`src/design/tls_sni_pkg.sv`:
```
// Package for the TLS ClientHello SNI parser: payload structs, phase codes,
// verdict codes and the front-to-back word type. No dependencies.
`default_nettype none
package tls_sni_pkg;

  typedef struct packed {
    logic       first_byte;
    logic [7:0] data_byte;
    logic       last_available;
  } in_word_t;

  typedef struct packed {
    logic       name_byte_valid;
    logic [7:0] name_char;
    logic       verdict_valid;
    logic [1:0] verdict_code;
  } out_word_t;

  typedef enum logic [4:0] {
    PH_HS_HEAD, PH_SKIP_RANDOM, PH_SID_LEN, PH_SKIP_SID, PH_CIPH_LEN, PH_SKIP_CIPH,
    PH_COMP_LEN, PH_SKIP_COMP, PH_EXTS_LEN, PH_EXT_CHECK, PH_EXT_TYPE, PH_SNI_LEN,
    PH_OTHER_LEN, PH_SKIP_EXT, PH_LIST_LEN, PH_NAME_CHECK, PH_NAME_TYPE, PH_HOST_LEN,
    PH_OTHERNAME_LEN, PH_SKIP_NAME, PH_HOST, PH_DONE
  } phase_t;

  typedef enum logic [1:0] {PV_NONE, PV_FOUND, PV_NOTFOUND, PV_FATAL} pend_t;

  localparam logic [1:0] VC_FOUND    = 2'd0;
  localparam logic [1:0] VC_NOTFOUND = 2'd1;
  localparam logic [1:0] VC_NEEDMORE = 2'd2;

  localparam logic [7:0]  REC_TYPE_HS  = 8'd22;
  localparam logic [7:0]  REC_MAJOR    = 8'd3;
  localparam logic [7:0]  HS_CLIENT_HI = 8'd1;
  localparam logic [16:0] POS_MAX      = 17'h1FFFF;
  localparam logic [16:0] RANDOM_END   = 17'd38;
  localparam logic [16:0] MIN_HS_END   = 17'd39;
  localparam logic [8:0]  MAX_HOST     = 9'd253;
  localparam logic [6:0]  MAX_LABEL    = 7'd63;
  localparam logic [2:0]  HDR_LEN      = 3'd5;

  // front to back: one handshake byte with record-layer bookkeeping done
  typedef struct packed {
    logic       hs_byte;     // byte goes to the handshake parser
    logic       rec_end;     // record closes on this byte
    logic       hdr_bad;     // bad record header judged on this byte
    logic       last;
    logic       restart;     // clear handshake state before this byte
    logic [7:0] data;
  } fb_word_t;

endpackage
`default_nettype wire

```
`src/design/tls_client_hello_sni_parser.sv`:
```
// Top level of the TLS ClientHello SNI parser: front and back stages.
// Depends on tls_sni_pkg, tls_sni_front and tls_sni_back.
//
// One stream byte is accepted per clock while in_stall is low. Each byte
// is registered by the record framing stage and again by the ClientHello
// walker before its result word appears; each stage holds one word and
// stall on the result side stops both stages in turn. At most one result
// word per byte: a lowercased hostname byte, a verdict, or both.
`default_nettype none
module tls_client_hello_sni_parser (
  input  wire  logic                   clk,
  input  wire  logic                   rst_n,
  input  wire  logic                   in_valid,
  output logic                         in_stall,
  input  wire  tls_sni_pkg::in_word_t  in_data,
  output logic                         out_valid,
  input  wire  logic                   out_stall,
  output tls_sni_pkg::out_word_t       out_data
);
  logic                  fw_valid, fw_stall;
  tls_sni_pkg::fb_word_t fw_data;

  tls_sni_front u_front (
    .clk, .rst_n, .in_valid, .in_stall, .in_data,
    .fw_valid, .fw_stall, .fw_data
  );

  tls_sni_back u_back (
    .clk, .rst_n, .fw_valid, .fw_stall, .fw_data,
    .out_valid, .out_stall, .out_data
  );
endmodule
`default_nettype wire

```
`src/design/tls_sni_front.sv`:
```
// Front stage: record header stripping and record body framing.
// Uses tls_sni_pkg. Emits one fb_word_t per accepted input byte.
`default_nettype none
module tls_sni_front (
  input  wire  logic                   clk,
  input  wire  logic                   rst_n,
  input  wire  logic                   in_valid,
  output logic                         in_stall,
  input  wire  tls_sni_pkg::in_word_t  in_data,
  output logic                         fw_valid,
  input  wire  logic                   fw_stall,
  output tls_sni_pkg::fb_word_t        fw_data
);
  logic [2:0]  hcnt_r, hcnt_nxt;
  logic [15:0] left_r, left_nxt;
  logic        bad_r, bad_nxt;
  logic        vld_r;
  tls_sni_pkg::fb_word_t w_r, w_nxt;
  logic        acc;
  logic [2:0]  hc;
  logic [15:0] lf;
  logic        bd;

  assign in_stall = vld_r && fw_stall;
  assign acc      = in_valid && !in_stall;
  assign fw_valid = vld_r;
  assign fw_data  = w_r;

  always_comb begin
    hc = in_data.first_byte ? 3'd0 : hcnt_r;
    lf = in_data.first_byte ? 16'd0 : left_r;
    bd = in_data.first_byte ? 1'b0 : bad_r;
    hcnt_nxt = hc;
    left_nxt = lf;
    bad_nxt  = bd;
    w_nxt = '0;
    w_nxt.data    = in_data.data_byte;
    w_nxt.last    = in_data.last_available;
    w_nxt.restart = in_data.first_byte;
    if (hc < tls_sni_pkg::HDR_LEN) begin
      hcnt_nxt = hc + 3'd1;
      case (hc)
        3'd0: bad_nxt = (in_data.data_byte != tls_sni_pkg::REC_TYPE_HS);
        3'd1: if (in_data.data_byte != tls_sni_pkg::REC_MAJOR) bad_nxt = 1'b1;
        3'd3: left_nxt = {in_data.data_byte, 8'd0};
        3'd4: begin
          left_nxt = {lf[15:8], in_data.data_byte};
          if (bd) w_nxt.hdr_bad = 1'b1;
          else if ({lf[15:8], in_data.data_byte} == 16'd0) begin
            hcnt_nxt = 3'd0;
            w_nxt.rec_end = 1'b1;
          end
        end
        default: ;
      endcase
    end else begin
      w_nxt.hs_byte = 1'b1;
      left_nxt = lf - 16'd1;
      if (lf == 16'd1) begin
        hcnt_nxt = 3'd0;
        w_nxt.rec_end = 1'b1;
      end
    end
  end

  always_ff @(posedge clk) begin
    if (!rst_n) begin
      hcnt_r <= '0;
      left_r <= '0;
      bad_r  <= 1'b0;
      vld_r  <= 1'b0;
    end else begin
      if (acc) begin
        hcnt_r <= hcnt_nxt;
        left_r <= left_nxt;
        bad_r  <= bad_nxt;
        vld_r  <= 1'b1;
      end else if (!fw_stall) begin
        vld_r <= 1'b0;
      end
    end
    if (acc) w_r <= w_nxt;
  end

  assert property (@(posedge clk) disable iff (!rst_n)
    fw_valid && fw_stall |=> fw_valid && $stable(fw_data))
    else $error("front word lost while stalled");
  assert property (@(posedge clk) disable iff (!rst_n)
    fw_valid |-> !(fw_data.hs_byte && fw_data.hdr_bad))
    else $error("body byte flagged as header");
  assert property (@(posedge clk) disable iff (!rst_n)
    hcnt_r <= tls_sni_pkg::HDR_LEN)
    else $error("header count out of range");
endmodule
`default_nettype wire

```
`src/design/tls_sni_back.sv`:
```
// Back stage: ClientHello walk, hostname checks and verdicts.
// Uses tls_sni_pkg. Takes fb_word_t words, drives the result channel.
`default_nettype none
module tls_sni_back (
  input  wire  logic                   clk,
  input  wire  logic                   rst_n,
  input  wire  logic                   fw_valid,
  output logic                         fw_stall,
  input  wire  tls_sni_pkg::fb_word_t  fw_data,
  output logic                         out_valid,
  input  wire  logic                   out_stall,
  output tls_sni_pkg::out_word_t       out_data
);
  tls_sni_pkg::phase_t ph_r, ph_nxt;
  tls_sni_pkg::pend_t  pv_r, pv_nxt;
  logic [16:0] pos_r, pos_nxt, end_r, end_nxt, ext_r, ext_nxt, item_r, item_nxt;
  logic [16:0] lst_r, lst_nxt;
  logic [23:0] sh_r, sh_nxt;
  logic [8:0]  hl_r, hl_nxt;
  logic [6:0]  ll_r, ll_nxt;
  logic        las_r, las_nxt, fin_r, fin_nxt;
  logic        ov_r;
  tls_sni_pkg::out_word_t o_r, o_nxt;
  logic        acc;

  // working copies
  tls_sni_pkg::phase_t ph;
  tls_sni_pkg::pend_t  pv;
  logic [16:0] p, np, en, ex, it, ls;
  logic [23:0] sh, v24;
  logic [8:0]  hl;
  logic [6:0]  ll;
  logic        las, fin, emit, vv;
  logic [1:0]  vc;
  logic [7:0]  b, c;
  logic        alnum;
  logic [17:0] s1, s2;

  assign fw_stall  = ov_r && out_stall;
  assign acc       = fw_valid && !fw_stall;
  assign out_valid = ov_r;
  assign out_data  = o_r;

  always_comb begin
    ph = ph_r; pv = pv_r; p = pos_r; en = end_r; ex = ext_r; it = item_r; ls = lst_r;
    sh = sh_r; hl = hl_r; ll = ll_r; las = las_r; fin = fin_r;
    if (fw_data.restart) begin
      ph = tls_sni_pkg::PH_HS_HEAD; pv = tls_sni_pkg::PV_NONE; p = '0; en = '0;
      ex = '0; it = '0; ls = '0; sh = '0; hl = '0; ll = '0; las = 1'b1; fin = 1'b0;
    end
    b = fw_data.data;
    emit = 1'b0; vv = 1'b0; vc = tls_sni_pkg::VC_FOUND;
    c = (b >= 8'h41 && b <= 8'h5A) ? b + 8'd32 : b;
    alnum = (c >= 8'h61 && c <= 8'h7A) || (c >= 8'h30 && c <= 8'h39);
    np = (p < tls_sni_pkg::POS_MAX) ? p + 17'd1 : p;
    v24 = {sh[15:0], b};
    s1 = '0; s2 = '0;
    if (!fin && fw_data.hs_byte) begin
      case (ph)
        tls_sni_pkg::PH_HS_HEAD: begin
          if (p == 17'd0) begin
            if (b != tls_sni_pkg::HS_CLIENT_HI) begin
              pv = tls_sni_pkg::PV_FATAL; ph = tls_sni_pkg::PH_DONE;
            end
          end else begin
            sh = v24;
            if (p == 17'd3) begin
              if (v24 > 24'hFFFF) begin
                pv = tls_sni_pkg::PV_FATAL; ph = tls_sni_pkg::PH_DONE;
              end else begin
                en = v24[16:0] + 17'd4;
                if (en < tls_sni_pkg::MIN_HS_END) begin
                  pv = tls_sni_pkg::PV_NOTFOUND; ph = tls_sni_pkg::PH_DONE;
                end else begin
                  ph = tls_sni_pkg::PH_SKIP_RANDOM; it = tls_sni_pkg::RANDOM_END;
                end
              end
            end
          end
        end
        tls_sni_pkg::PH_SID_LEN: begin
          s1 = {1'b0, np} + {10'd0, b} + 18'd2;
          if (s1 > {1'b0, en}) begin
            pv = tls_sni_pkg::PV_NOTFOUND; ph = tls_sni_pkg::PH_DONE;
          end else begin
            ph = tls_sni_pkg::PH_SKIP_SID; it = np + {9'd0, b};
          end
        end
        tls_sni_pkg::PH_COMP_LEN: begin
          s1 = {1'b0, np} + {10'd0, b};
          if (s1 == {1'b0, en} || s1 + 18'd2 > {1'b0, en}) begin
            pv = tls_sni_pkg::PV_NOTFOUND; ph = tls_sni_pkg::PH_DONE;
          end else begin
            ph = tls_sni_pkg::PH_SKIP_COMP; it = s1[16:0];
          end
        end
        tls_sni_pkg::PH_NAME_TYPE: begin
          ph = (b == 8'd0) ? tls_sni_pkg::PH_HOST_LEN : tls_sni_pkg::PH_OTHERNAME_LEN;
          it = np + 17'd2; sh = '0;
        end
        tls_sni_pkg::PH_CIPH_LEN, tls_sni_pkg::PH_EXTS_LEN, tls_sni_pkg::PH_EXT_TYPE,
        tls_sni_pkg::PH_OTHER_LEN, tls_sni_pkg::PH_SNI_LEN, tls_sni_pkg::PH_LIST_LEN,
        tls_sni_pkg::PH_OTHERNAME_LEN, tls_sni_pkg::PH_HOST_LEN: begin
          sh = v24;
          if (np == it) begin
            // field values reach at most 16 bits here
            s1 = {1'b0, np} + {2'd0, v24[15:0]};
            case (ph)
              tls_sni_pkg::PH_CIPH_LEN:
                if (s1 + 18'd1 > {1'b0, en}) begin
                  pv = tls_sni_pkg::PV_NOTFOUND; ph = tls_sni_pkg::PH_DONE;
                end else begin
                  ph = tls_sni_pkg::PH_SKIP_CIPH; it = s1[16:0];
                end
              tls_sni_pkg::PH_EXTS_LEN:
                if (s1 > {1'b0, en}) begin
                  pv = tls_sni_pkg::PV_NOTFOUND; ph = tls_sni_pkg::PH_DONE;
                end else begin
                  ex = s1[16:0]; ph = tls_sni_pkg::PH_EXT_CHECK;
                end
              tls_sni_pkg::PH_EXT_TYPE: begin
                ph = (v24[15:0] == 16'd0) ? tls_sni_pkg::PH_SNI_LEN
                                          : tls_sni_pkg::PH_OTHER_LEN;
                it = np + 17'd2; sh = '0;
              end
              tls_sni_pkg::PH_OTHER_LEN:
                if (s1 > {1'b0, ex}) begin
                  pv = tls_sni_pkg::PV_NOTFOUND; ph = tls_sni_pkg::PH_DONE;
                end else begin
                  ph = tls_sni_pkg::PH_SKIP_EXT; it = s1[16:0];
                end
              tls_sni_pkg::PH_SNI_LEN:
                if (s1 > {1'b0, ex} || v24[15:0] < 16'd5) begin
                  pv = tls_sni_pkg::PV_NOTFOUND; ph = tls_sni_pkg::PH_DONE;
                end else begin
                  ls = s1[16:0]; ph = tls_sni_pkg::PH_LIST_LEN;
                  it = np + 17'd2; sh = '0;
                end
              tls_sni_pkg::PH_LIST_LEN:
                if (s1 > {1'b0, ls}) begin
                  pv = tls_sni_pkg::PV_NOTFOUND; ph = tls_sni_pkg::PH_DONE;
                end else begin
                  ls = s1[16:0]; ph = tls_sni_pkg::PH_NAME_CHECK;
                end
              tls_sni_pkg::PH_OTHERNAME_LEN:
                if (s1 > {1'b0, ls}) begin
                  pv = tls_sni_pkg::PV_NOTFOUND; ph = tls_sni_pkg::PH_DONE;
                end else begin
                  ph = tls_sni_pkg::PH_SKIP_NAME; it = s1[16:0];
                end
              default:
                if (s1 > {1'b0, ls} || v24[15:0] == 16'd0 || v24[15:0] > 16'd253) begin
                  pv = tls_sni_pkg::PV_NOTFOUND; ph = tls_sni_pkg::PH_DONE;
                end else begin
                  hl = v24[8:0]; las = 1'b1; ll = '0; ph = tls_sni_pkg::PH_HOST;
                end
            endcase
          end
        end
        tls_sni_pkg::PH_HOST: begin
          if (c == 8'h2E && las) begin
            pv = tls_sni_pkg::PV_NOTFOUND; ph = tls_sni_pkg::PH_DONE;
          end else if (c != 8'h2E && !(alnum || c == 8'h2D)) begin
            pv = tls_sni_pkg::PV_NOTFOUND; ph = tls_sni_pkg::PH_DONE;
          end else if (c != 8'h2E && ll >= tls_sni_pkg::MAX_LABEL) begin
            pv = tls_sni_pkg::PV_NOTFOUND; ph = tls_sni_pkg::PH_DONE;
          end else begin
            if (c == 8'h2E) begin
              las = 1'b1; ll = '0;
            end else begin
              las = 1'b0; ll = ll + 7'd1;
            end
            emit = 1'b1;
            hl = hl - 9'd1;
            if (hl == 9'd0) begin
              pv = las ? tls_sni_pkg::PV_NOTFOUND : tls_sni_pkg::PV_FOUND;
              ph = tls_sni_pkg::PH_DONE;
            end
          end
        end
        default: ;
      endcase
      p = np;
      // settle: skips resolve, and at most one extension or name check follows
      case (ph)
        tls_sni_pkg::PH_SKIP_RANDOM:
          if (p == it) ph = tls_sni_pkg::PH_SID_LEN;
        tls_sni_pkg::PH_SKIP_SID:
          if (p == it) begin ph = tls_sni_pkg::PH_CIPH_LEN; it = p + 17'd2; sh = '0; end
        tls_sni_pkg::PH_SKIP_CIPH:
          if (p == it) ph = tls_sni_pkg::PH_COMP_LEN;
        tls_sni_pkg::PH_SKIP_COMP:
          if (p == it) begin ph = tls_sni_pkg::PH_EXTS_LEN; it = p + 17'd2; sh = '0; end
        tls_sni_pkg::PH_SKIP_EXT:
          if (p == it) ph = tls_sni_pkg::PH_EXT_CHECK;
        tls_sni_pkg::PH_SKIP_NAME:
          if (p == it) ph = tls_sni_pkg::PH_NAME_CHECK;
        default: ;
      endcase
      s2 = {1'b0, p} + 18'd4;
      if (ph == tls_sni_pkg::PH_EXT_CHECK) begin
        if (s2 > {1'b0, ex}) begin
          pv = tls_sni_pkg::PV_NOTFOUND; ph = tls_sni_pkg::PH_DONE;
        end else begin
          ph = tls_sni_pkg::PH_EXT_TYPE; it = p + 17'd2; sh = '0;
        end
      end else if (ph == tls_sni_pkg::PH_NAME_CHECK) begin
        if (s2 - 18'd1 > {1'b0, ls}) begin
          pv = tls_sni_pkg::PV_NOTFOUND; ph = tls_sni_pkg::PH_DONE;
        end else begin
          ph = tls_sni_pkg::PH_NAME_TYPE;
        end
      end
    end
    if (!fin) begin
      if (fw_data.hdr_bad) begin
        vv = 1'b1; vc = tls_sni_pkg::VC_NOTFOUND;
      end else if (fw_data.rec_end && p >= 17'd4) begin
        if (pv == tls_sni_pkg::PV_FATAL) begin
          vv = 1'b1; vc = tls_sni_pkg::VC_NOTFOUND;
        end else if (p >= en) begin
          vv = 1'b1;
          vc = (pv == tls_sni_pkg::PV_FOUND) ? tls_sni_pkg::VC_FOUND
                                             : tls_sni_pkg::VC_NOTFOUND;
        end
      end
      if (!vv && fw_data.last) begin
        vv = 1'b1; vc = tls_sni_pkg::VC_NEEDMORE;
      end
      if (vv) fin = 1'b1;
    end
    ph_nxt = ph; pv_nxt = pv; pos_nxt = p; end_nxt = en; ext_nxt = ex; item_nxt = it;
    lst_nxt = ls; sh_nxt = sh; hl_nxt = hl; ll_nxt = ll; las_nxt = las; fin_nxt = fin;
    o_nxt.name_byte_valid = emit;
    o_nxt.name_char       = emit ? c : 8'd0;
    o_nxt.verdict_valid   = vv;
    o_nxt.verdict_code    = vv ? vc : 2'd0;
  end

  always_ff @(posedge clk) begin
    if (!rst_n) begin
      ph_r <= tls_sni_pkg::PH_HS_HEAD; pv_r <= tls_sni_pkg::PV_NONE;
      pos_r <= '0; end_r <= '0; ext_r <= '0; item_r <= '0; lst_r <= '0;
      sh_r <= '0; hl_r <= '0; ll_r <= '0; las_r <= 1'b1; fin_r <= 1'b0;
      ov_r <= 1'b0;
    end else begin
      if (acc) begin
        ph_r <= ph_nxt; pv_r <= pv_nxt; pos_r <= pos_nxt; end_r <= end_nxt;
        ext_r <= ext_nxt; item_r <= item_nxt; lst_r <= lst_nxt; sh_r <= sh_nxt;
        hl_r <= hl_nxt; ll_r <= ll_nxt; las_r <= las_nxt; fin_r <= fin_nxt;
        ov_r <= o_nxt.name_byte_valid || o_nxt.verdict_valid;
      end else if (!out_stall) begin
        ov_r <= 1'b0;
      end
    end
    if (acc) o_r <= o_nxt;
  end

  assert property (@(posedge clk) disable iff (!rst_n)
    out_valid |-> out_data.name_byte_valid || out_data.verdict_valid)
    else $error("empty result word");
  assert property (@(posedge clk) disable iff (!rst_n)
    ll_r <= tls_sni_pkg::MAX_LABEL)
    else $error("label length overrun");
  assert property (@(posedge clk) disable iff (!rst_n)
    hl_r <= tls_sni_pkg::MAX_HOST)
    else $error("host length overrun");
endmodule
`default_nettype wire

```
`config.mk`:
```
export PLATFORM = sky130hd
export DESIGN_NAME = tls_client_hello_sni_parser
export DESIGN_NICKNAME = d
export VERILOG_FILES = /design/src/design/tls_sni_pkg.sv /design/src/design/tls_client_hello_sni_parser.sv /design/src/design/tls_sni_front.sv /design/src/design/tls_sni_back.sv
export SDC_FILE = /design/constraint.sdc
export NUM_CORES = 1
export LEC_CHECK = 0
export ABC_CLOCK_PERIOD_IN_PS = 18900
export BUFFER_PORTS_ARGS = -buffer_cell sky130_fd_sc_hd__buf_4
export CAP_MARGIN = 20
export CELL_PAD_IN_SITES_DETAIL_PLACEMENT = 0
export CELL_PAD_IN_SITES_GLOBAL_PLACEMENT = 2
export CORE_ASPECT_RATIO = 1.25
export CORE_UTILIZATION = 41
export CTS_BUF_LIST = sky130_fd_sc_hd__clkbuf_16
export DETAILED_ROUTE_END_ITERATION = 12
export GPL_TIMING_DRIVEN = 0
export PLACE_DENSITY = 0.95
export REMOVE_ABC_BUFFERS = 1
export SETUP_SLACK_MARGIN = 0.1
export SLEW_MARGIN = 25
export SYNTH_ARGS = -nofsm -noshare
export SYNTH_HDL_FRONTEND = slang
export SYNTH_SLANG_ARGS = --single-unit
```
`constraint.sdc`:
```
create_clock -name clk -period 18.9 [get_ports clk]
set_input_delay 1.89 -clock clk [delete_from_list [all_inputs] [get_ports clk]]
set_output_delay 1.89 -clock clk [all_outputs]
set_load 0.03 [all_outputs]
```
==> results of run 1 <==
## power groups by stage
stage	registers (uW)	clock network, uW	logic, uW
global placement	414	0	346
detailed placement	411	0	371
CTS	402	390	373
floorplan	406	0	225
global route	404	405	409
finish	403	385	384
## area by class of cell
cell class | count | area (um2)
Fill cell | 5118 | 27400
Multi-Input combinational cell | 2473 | 16100
Sequential cell | 173 | 3710
Tap cell | 651 | 815
Timing Repair Buffer | 54 | 633
Clock buffer | 17 | 425
Inverter | 99 | 384
Clock inverter | 15 | 183
## critical path, delay by kind of cell, from the launching register on
family	cells	cell delay (ns)
fa+ha+maj	3	1.49
buf+inv	7	2.24
flops	1	0.57
mux	1	0.88
xor+xnor	1	0.16
compound gates	16	5.95
simple gates	12	4.06
## logic make-up (layout without fill, tap and decap cells)
kind of cell / Yosys count / in the layout / synth area share
xor+xnor: 157 / 157 / 0.0710
mux: 28 / 28 / 0.0141
flops: 173 / 173 / 0.179
fa+ha+maj: 178 / 178 / 0.108
simple gates: 1211 / 1211 / 0.284
compound gates: 898 / 898 / 0.290
buf+inv: 279 / 185 / 0.0535
other cells: 1 / 1 / 0.000181
## cell usage in the layout (no fill, tap or decap), drive strengths merged, types with 28 or more instances in the layout
master | Yosys | final
ha | 177 | 177
nand3 | 99 | 99
nand4 | 52 | 52
xnor2 | 112 | 112
nor2 | 362 | 362
nand2b | 28 | 28
nand2 | 328 | 328
inv | 90 | 99
a21o | 48 | 48
xor2 | 38 | 38
a211oi | 51 | 51
dfxtp | 148 | 148
nor2b | 56 | 56
nor4 | 40 | 40
a21oi | 235 | 235
a31oi | 37 | 37
nor3 | 95 | 95
buf | 42 | 54
o21ai | 192 | 192
## stage by stage
step	area [um2]	std cells	power [uW]	hold slack [ns]
after global placement	21000	3423	761	0.441
after global routing	22300	3482	1220	0.504
final	22300	3482	1170	0.470
after CTS	22200	3482	1170	0.465
after detailed placement	21600	3450	782	0.453
after floorplan	20000	2745	632	0.432
## state kept, by name, indices dropped and copies added (netlist names), 3 cells and up
name,cells
u_front.fw_data,13
u_back.lst_r,17
u_back.sh_r,16
u_front.left_r,16
u_back.item_r,17
u_back.hl_r,9
u_back.ext_r,17
u_front.hcnt_r,3
u_back.ll_r,7
u_back.pos_r,17
u_back.end_r,17
u_back.out_data,12
u_back.ph_r,5
## synthesized netlist by cell type, types with 56 or more instances
master / instances
nor3_1: 90
o21ai_0: 182
nand3_1: 99
ha_1: 177
clkbuf_1: 137
nor2b_1: 56
inv_1: 84
nor2_1: 362
a21oi_1: 234
xnor2_1: 112
nand2_1: 326
dfxtp_1: 148
## routing by layer
layer	share of wire	routed length, um	vias to the layer above
met4	0.082	7880	0
met5	0	0	-
met2	0.45	43000	1214
met1	0.39	37200	11200
li1	-	-	10600
met3	0.078	7490	307
## worst paths after layout
kind / end / slack, ns / cells after the start
max: u_back.item_r[1] / 3.28 / 40
min reg2reg: u_back.lst_r[12] / 0.47 / 2
max reg2reg: u_back.item_r[1] / 3.28 / 40
min: u_back.lst_r[12] / 0.47 / 2
==> results_dict.tcl, run 1 <==
set metrics [dict create \
    clkPwrFrac 0.328 \
    htree_levels 4 \
    drtAntennaViolNets 0 \
    syn_area_um2 20700 \
    clkTransAtPathRegs_ns 0.08 \
    hpwl_mm 74.6 \
    postCtsHoldBufs 0 \
    power.switching_uw 485 \
    grt_max_degree 64 \
    critical_path_class "flop to flop" \
    dr_total_vias 23300 \
    pre_cts_slack_ns 3.68 \
    layout.nets 3010 \
    postCtsSetupBuffers 0 \
    drv_cap 0 \
    yosys-top-cells-area "dfxtp_1 14%, ha_1 11%, nor2_1 6.6%" \
    vias_per_cell 6.69 \
    min-delay-start "u_back.lst_r[12]" \
    ios 28 \
    routed_wl_mm 95.6 \
    p_sw_frac 0.414 \
    max-clock-path-buffers 2 \
    grt_overflow 0 \
    cts_resized 0 \
    endpoint_kind "flop" \
    place_congestion 1.06 \
    met2_usage 0.583 \
    ys_seq_area_frac 0.179 \
    yosysTopAreaCellShare 0.143 \
    tightest_slew_ns 1.11 \
    fmax_mhz 64.0 \
    core_area_um2 49600 \
    synth_area_leader_cell "dfxtp_1" \
    avgSynthCellArea_um2 7.08 \
    combPwrFrac 0.328 \
    finalSetupTns_ns 0 \
    die_area_um2 51400 \
    use_met3 0.0678 \
    syn_inst 2925 \
    cts_tree "built" \
    hold_viol 0 \
    crit_path_start "u_front.fw_data[8]" \
    clock_sinks 173 \
    drc_errors 0 \
    relSlewSlack 0.253 \
    clk_latency_ns 0.52 \
    status "completed" \
    synthArstFlopShare 0 \
    track_usage 0.368 \
    root_buffer "clkbuf_16" \
    area_growth_pct 7.45 \
    grtUsageMet1 0.442 \
    busiest_layer "met2" \
    seqPwrFrac 0.344 \
    r2r_start "u_front.fw_data[8]" \
    slew_viol_final 0 \
    cp_max_fo 59 \
    synth-seq-cells 173 \
    slowest_stage "mux2i_2" \
    fin_crit_ns 15.62 \
    powerDensity_nw_per_um2 52.7 \
    start_util 0.417 \
    row_count 91 \
    rsz0062_at_grt "false" \
    worstSetupStartpointType "flop" \
    fin_crit_sh 0.826 \
    synth_ff_type "dfxtp_1" \
    finish.utilization 0.448 \
    cell_internal_pwr_uw 688 \
    num_antenna_cells 0 \
    min_path_type "flop to flop" \
    cp.required_ns 19.28 \
    synth_edf_count 25 \
    finalSetupViolCount 0 \
    cp.arrival_ns 15.99 \
    portBuffers 27 \
    grt_pass1_wl_mm 141 \
    die_h_um 253 \
    ys_warn_count 0 \
    die_x_um 203 \
    leakagePower_uw 0.00840 \
    drive_above_1_share 0.0650 \
    yosysUniqueCellTypes 110 \
    avgRoutedWirePerCell_um 27.5 \
    dr.first_iter.drc_count 2573 \
    antenna_found_initial 0 \
    grt_pass1_vias 21800 \
    setup_ws_ns 3.28 \
    crit_path_max_incr_delay_ns 0.88 \
    numCtsBuffers 17 \
    ir_worst_vdd_mv 0.0621 \
    drt_pass1_iterations 7 \
    fin_skew_ns 0.0139 \
]
Power figures use the tool's default switching activity.
==> inputs of run 2 (changes only) <==
- ABC_CLOCK_PERIOD_IN_PS: 18900 -> 15300
- CORE_UTILIZATION: 41 -> 38
- PLACE_DENSITY: 0.95 -> 0.94
- clock period: 18.9 -> 15.3 ns (I/O delays scaled with it)
==> results_dict.tcl, run 2 (synthesized netlist as in run 1, its figures left out) <==
set metrics [dict create \
    status "completed" \
    drtAntennaViolNets 0 \
    clk_latency_ns 0.53 \
    start_util 0.385 \
    cts_tree "built" \
    track_usage 0.377 \
    power.total_uw 1510 \
    core_area_um2 53800 \
    drive_above_1_share 0.0688 \
    crit_buf_inv 7 \
    ir_worst_vdd_mv 0.0684 \
    tightest_slew_ns 1.20 \
    setup_ws_ns 0.446 \
    postCtsHoldBufs 0 \
    dr.first_iter.drc_count 2595 \
    drt_pass1_iterations 6 \
    multi_input_area_um2 16200 \
    worstSetupStartpointType "flop" \
    die_h_um 263 \
    fin_crit_ns 14.85 \
    powerDensity_nw_per_um2 66.8 \
    hold_viol 0 \
    htree_levels 4 \
    mostFrequentLayoutCells "360 x nor2_1, 324 x nand2_1, 229 x a21oi_1, 179 x o21ai_0, 176 x ha_1" \
    crit_path_max_incr_delay_ns 0.72 \
    die_area_um2 55500 \
    fin_crit_sh 0.971 \
    die_x_um 211 \
    seqCellArea_um2 3710 \
    relSlewSlack 0.195 \
    leakagePower_uw 0.00847 \
    grt_max_degree 66 \
    routed_wl_mm 106 \
    antenna_found_initial 1 \
    layout.nets 3013 \
    clock_sinks 173 \
    endpoint_kind "flop" \
    grt_pass1_vias 21800 \
    slowest_stage "mux2i_4" \
    cp_common_cell "inv_1" \
    row_count 95 \
    avgRoutedWirePerCell_um 29.9 \
    drv_cap 0 \
    cp.required_ns 15.72 \
    hpwl_mm 83.3 \
    fmax_mhz 67.3 \
    rsz0062_at_grt "false" \
    grt_overflow 0 \
    ios 28 \
    nFillCells 5686 \
    pre_cts_slack_ns -0.145 \
    postCtsSetupBuffers 0 \
    finalSetupViolCount 0 \
    cp.arrival_ns 15.27 \
    max-clock-path-buffers 2 \
    critical_path_class "flop to flop" \
    fin_skew_ns 0.0172 \
    crit_family "compound AO/OA/AOI/OAI gates" \
    vias_per_cell 6.58 \
    slew_viol_final 0 \
    root_buffer "clkbuf_16" \
    place_congestion 1.03 \
    layout_commonest_cell "nor2_1" \
    area_growth_pct 8.73 \
    cp_max_fo 65 \
    numCtsBuffers 17 \
    clkTransAtPathRegs_ns 0.09 \
    dr_total_vias 23400 \
    drc_errors 0 \
    min_path_type "flop to flop" \
    portBuffers 27 \
    grt_pass1_wl_mm 152 \
]
run 2: changes by cell type in the layout (fill, tap and decap cells not counted), sizes merged:
cell / before / now
buf: 54 / 57
diode: 0 / 2
clkinv: 15 / 14
clkinvlp: 0 / 1
run 2: metal layers:
layer,wire length [um],part of all wire,up-vias,GRT usage
met1,42100,0.40,11400,0.458
li1,-,-,10600,-
met2,49400,0.46,1176,0.617
met5,13,0.00012,-,0
met3,6980,0.066,255,0.0486
met4,7890,0.074,2,0.257
run 2: final timing paths:
path | end | startpoint | slack [ns] | cells after the start
setup / recovery | u_back.sh_r[6] | u_front.fw_data[8] | 0.45 | 40
hold / removal | u_back.lst_r[12] | u_back.lst_r[12] | 0.47 | 2
setup reg to reg | u_back.sh_r[6] | u_front.fw_data[8] | 0.45 | 40
hold reg to reg | u_back.lst_r[12] | u_back.lst_r[12] | 0.47 | 2
run 2: area by class of cell:
| cell class | instances | share of cell area |
|---|---|---|
| inverters | 99 | 0.0171 |
| diodes | 2 | 0.000222 |
| repair buffers | 57 | 0.0304 |
| clock buffers | 17 | 0.0189 |
| flip-flops and latches | 173 | 0.165 |
| multi-input cells | 2473 | 0.719 |
| clock inverters | 15 | 0.00961 |
| well taps | 727 | 0.0404 |
run 2: worst min-delay path, stage by stage, from the launching register on:
cell and delay [ns]:
dfxtp_1 0.32, nand2_1 0.05, a21oi_1 0.05
run 2: per-stage QoR:
stage,setup TNS (ns),cells,hold WS [ns],area [um2],util
floorplan,0,2745,0.432,20000,-
global placement,-486.75,3499,0.439,21100,0.392
detailed placement,-1.75,3529,0.455,21800,0.406
CTS,0,3561,0.466,22500,0.418
global route,0,3561,0.490,22500,0.418
finish,0,3563,0.466,22500,0.418
run 2: where the power goes:
group | switching [uW] | internal (uW) | total [uW] | leakage [uW]
logic | 334 | 161 | 495 | 0.00672
registers | 26.9 | 472 | 499 | 0.00144
clock network | 282 | 230 | 511 | 0.000306
run 2: what timing repair did:
item / in CTS / in global routing
pin swaps: 0 / 0
endpoints found under the setup margin: 32 / 37
gates resized for setup: 2 / 5
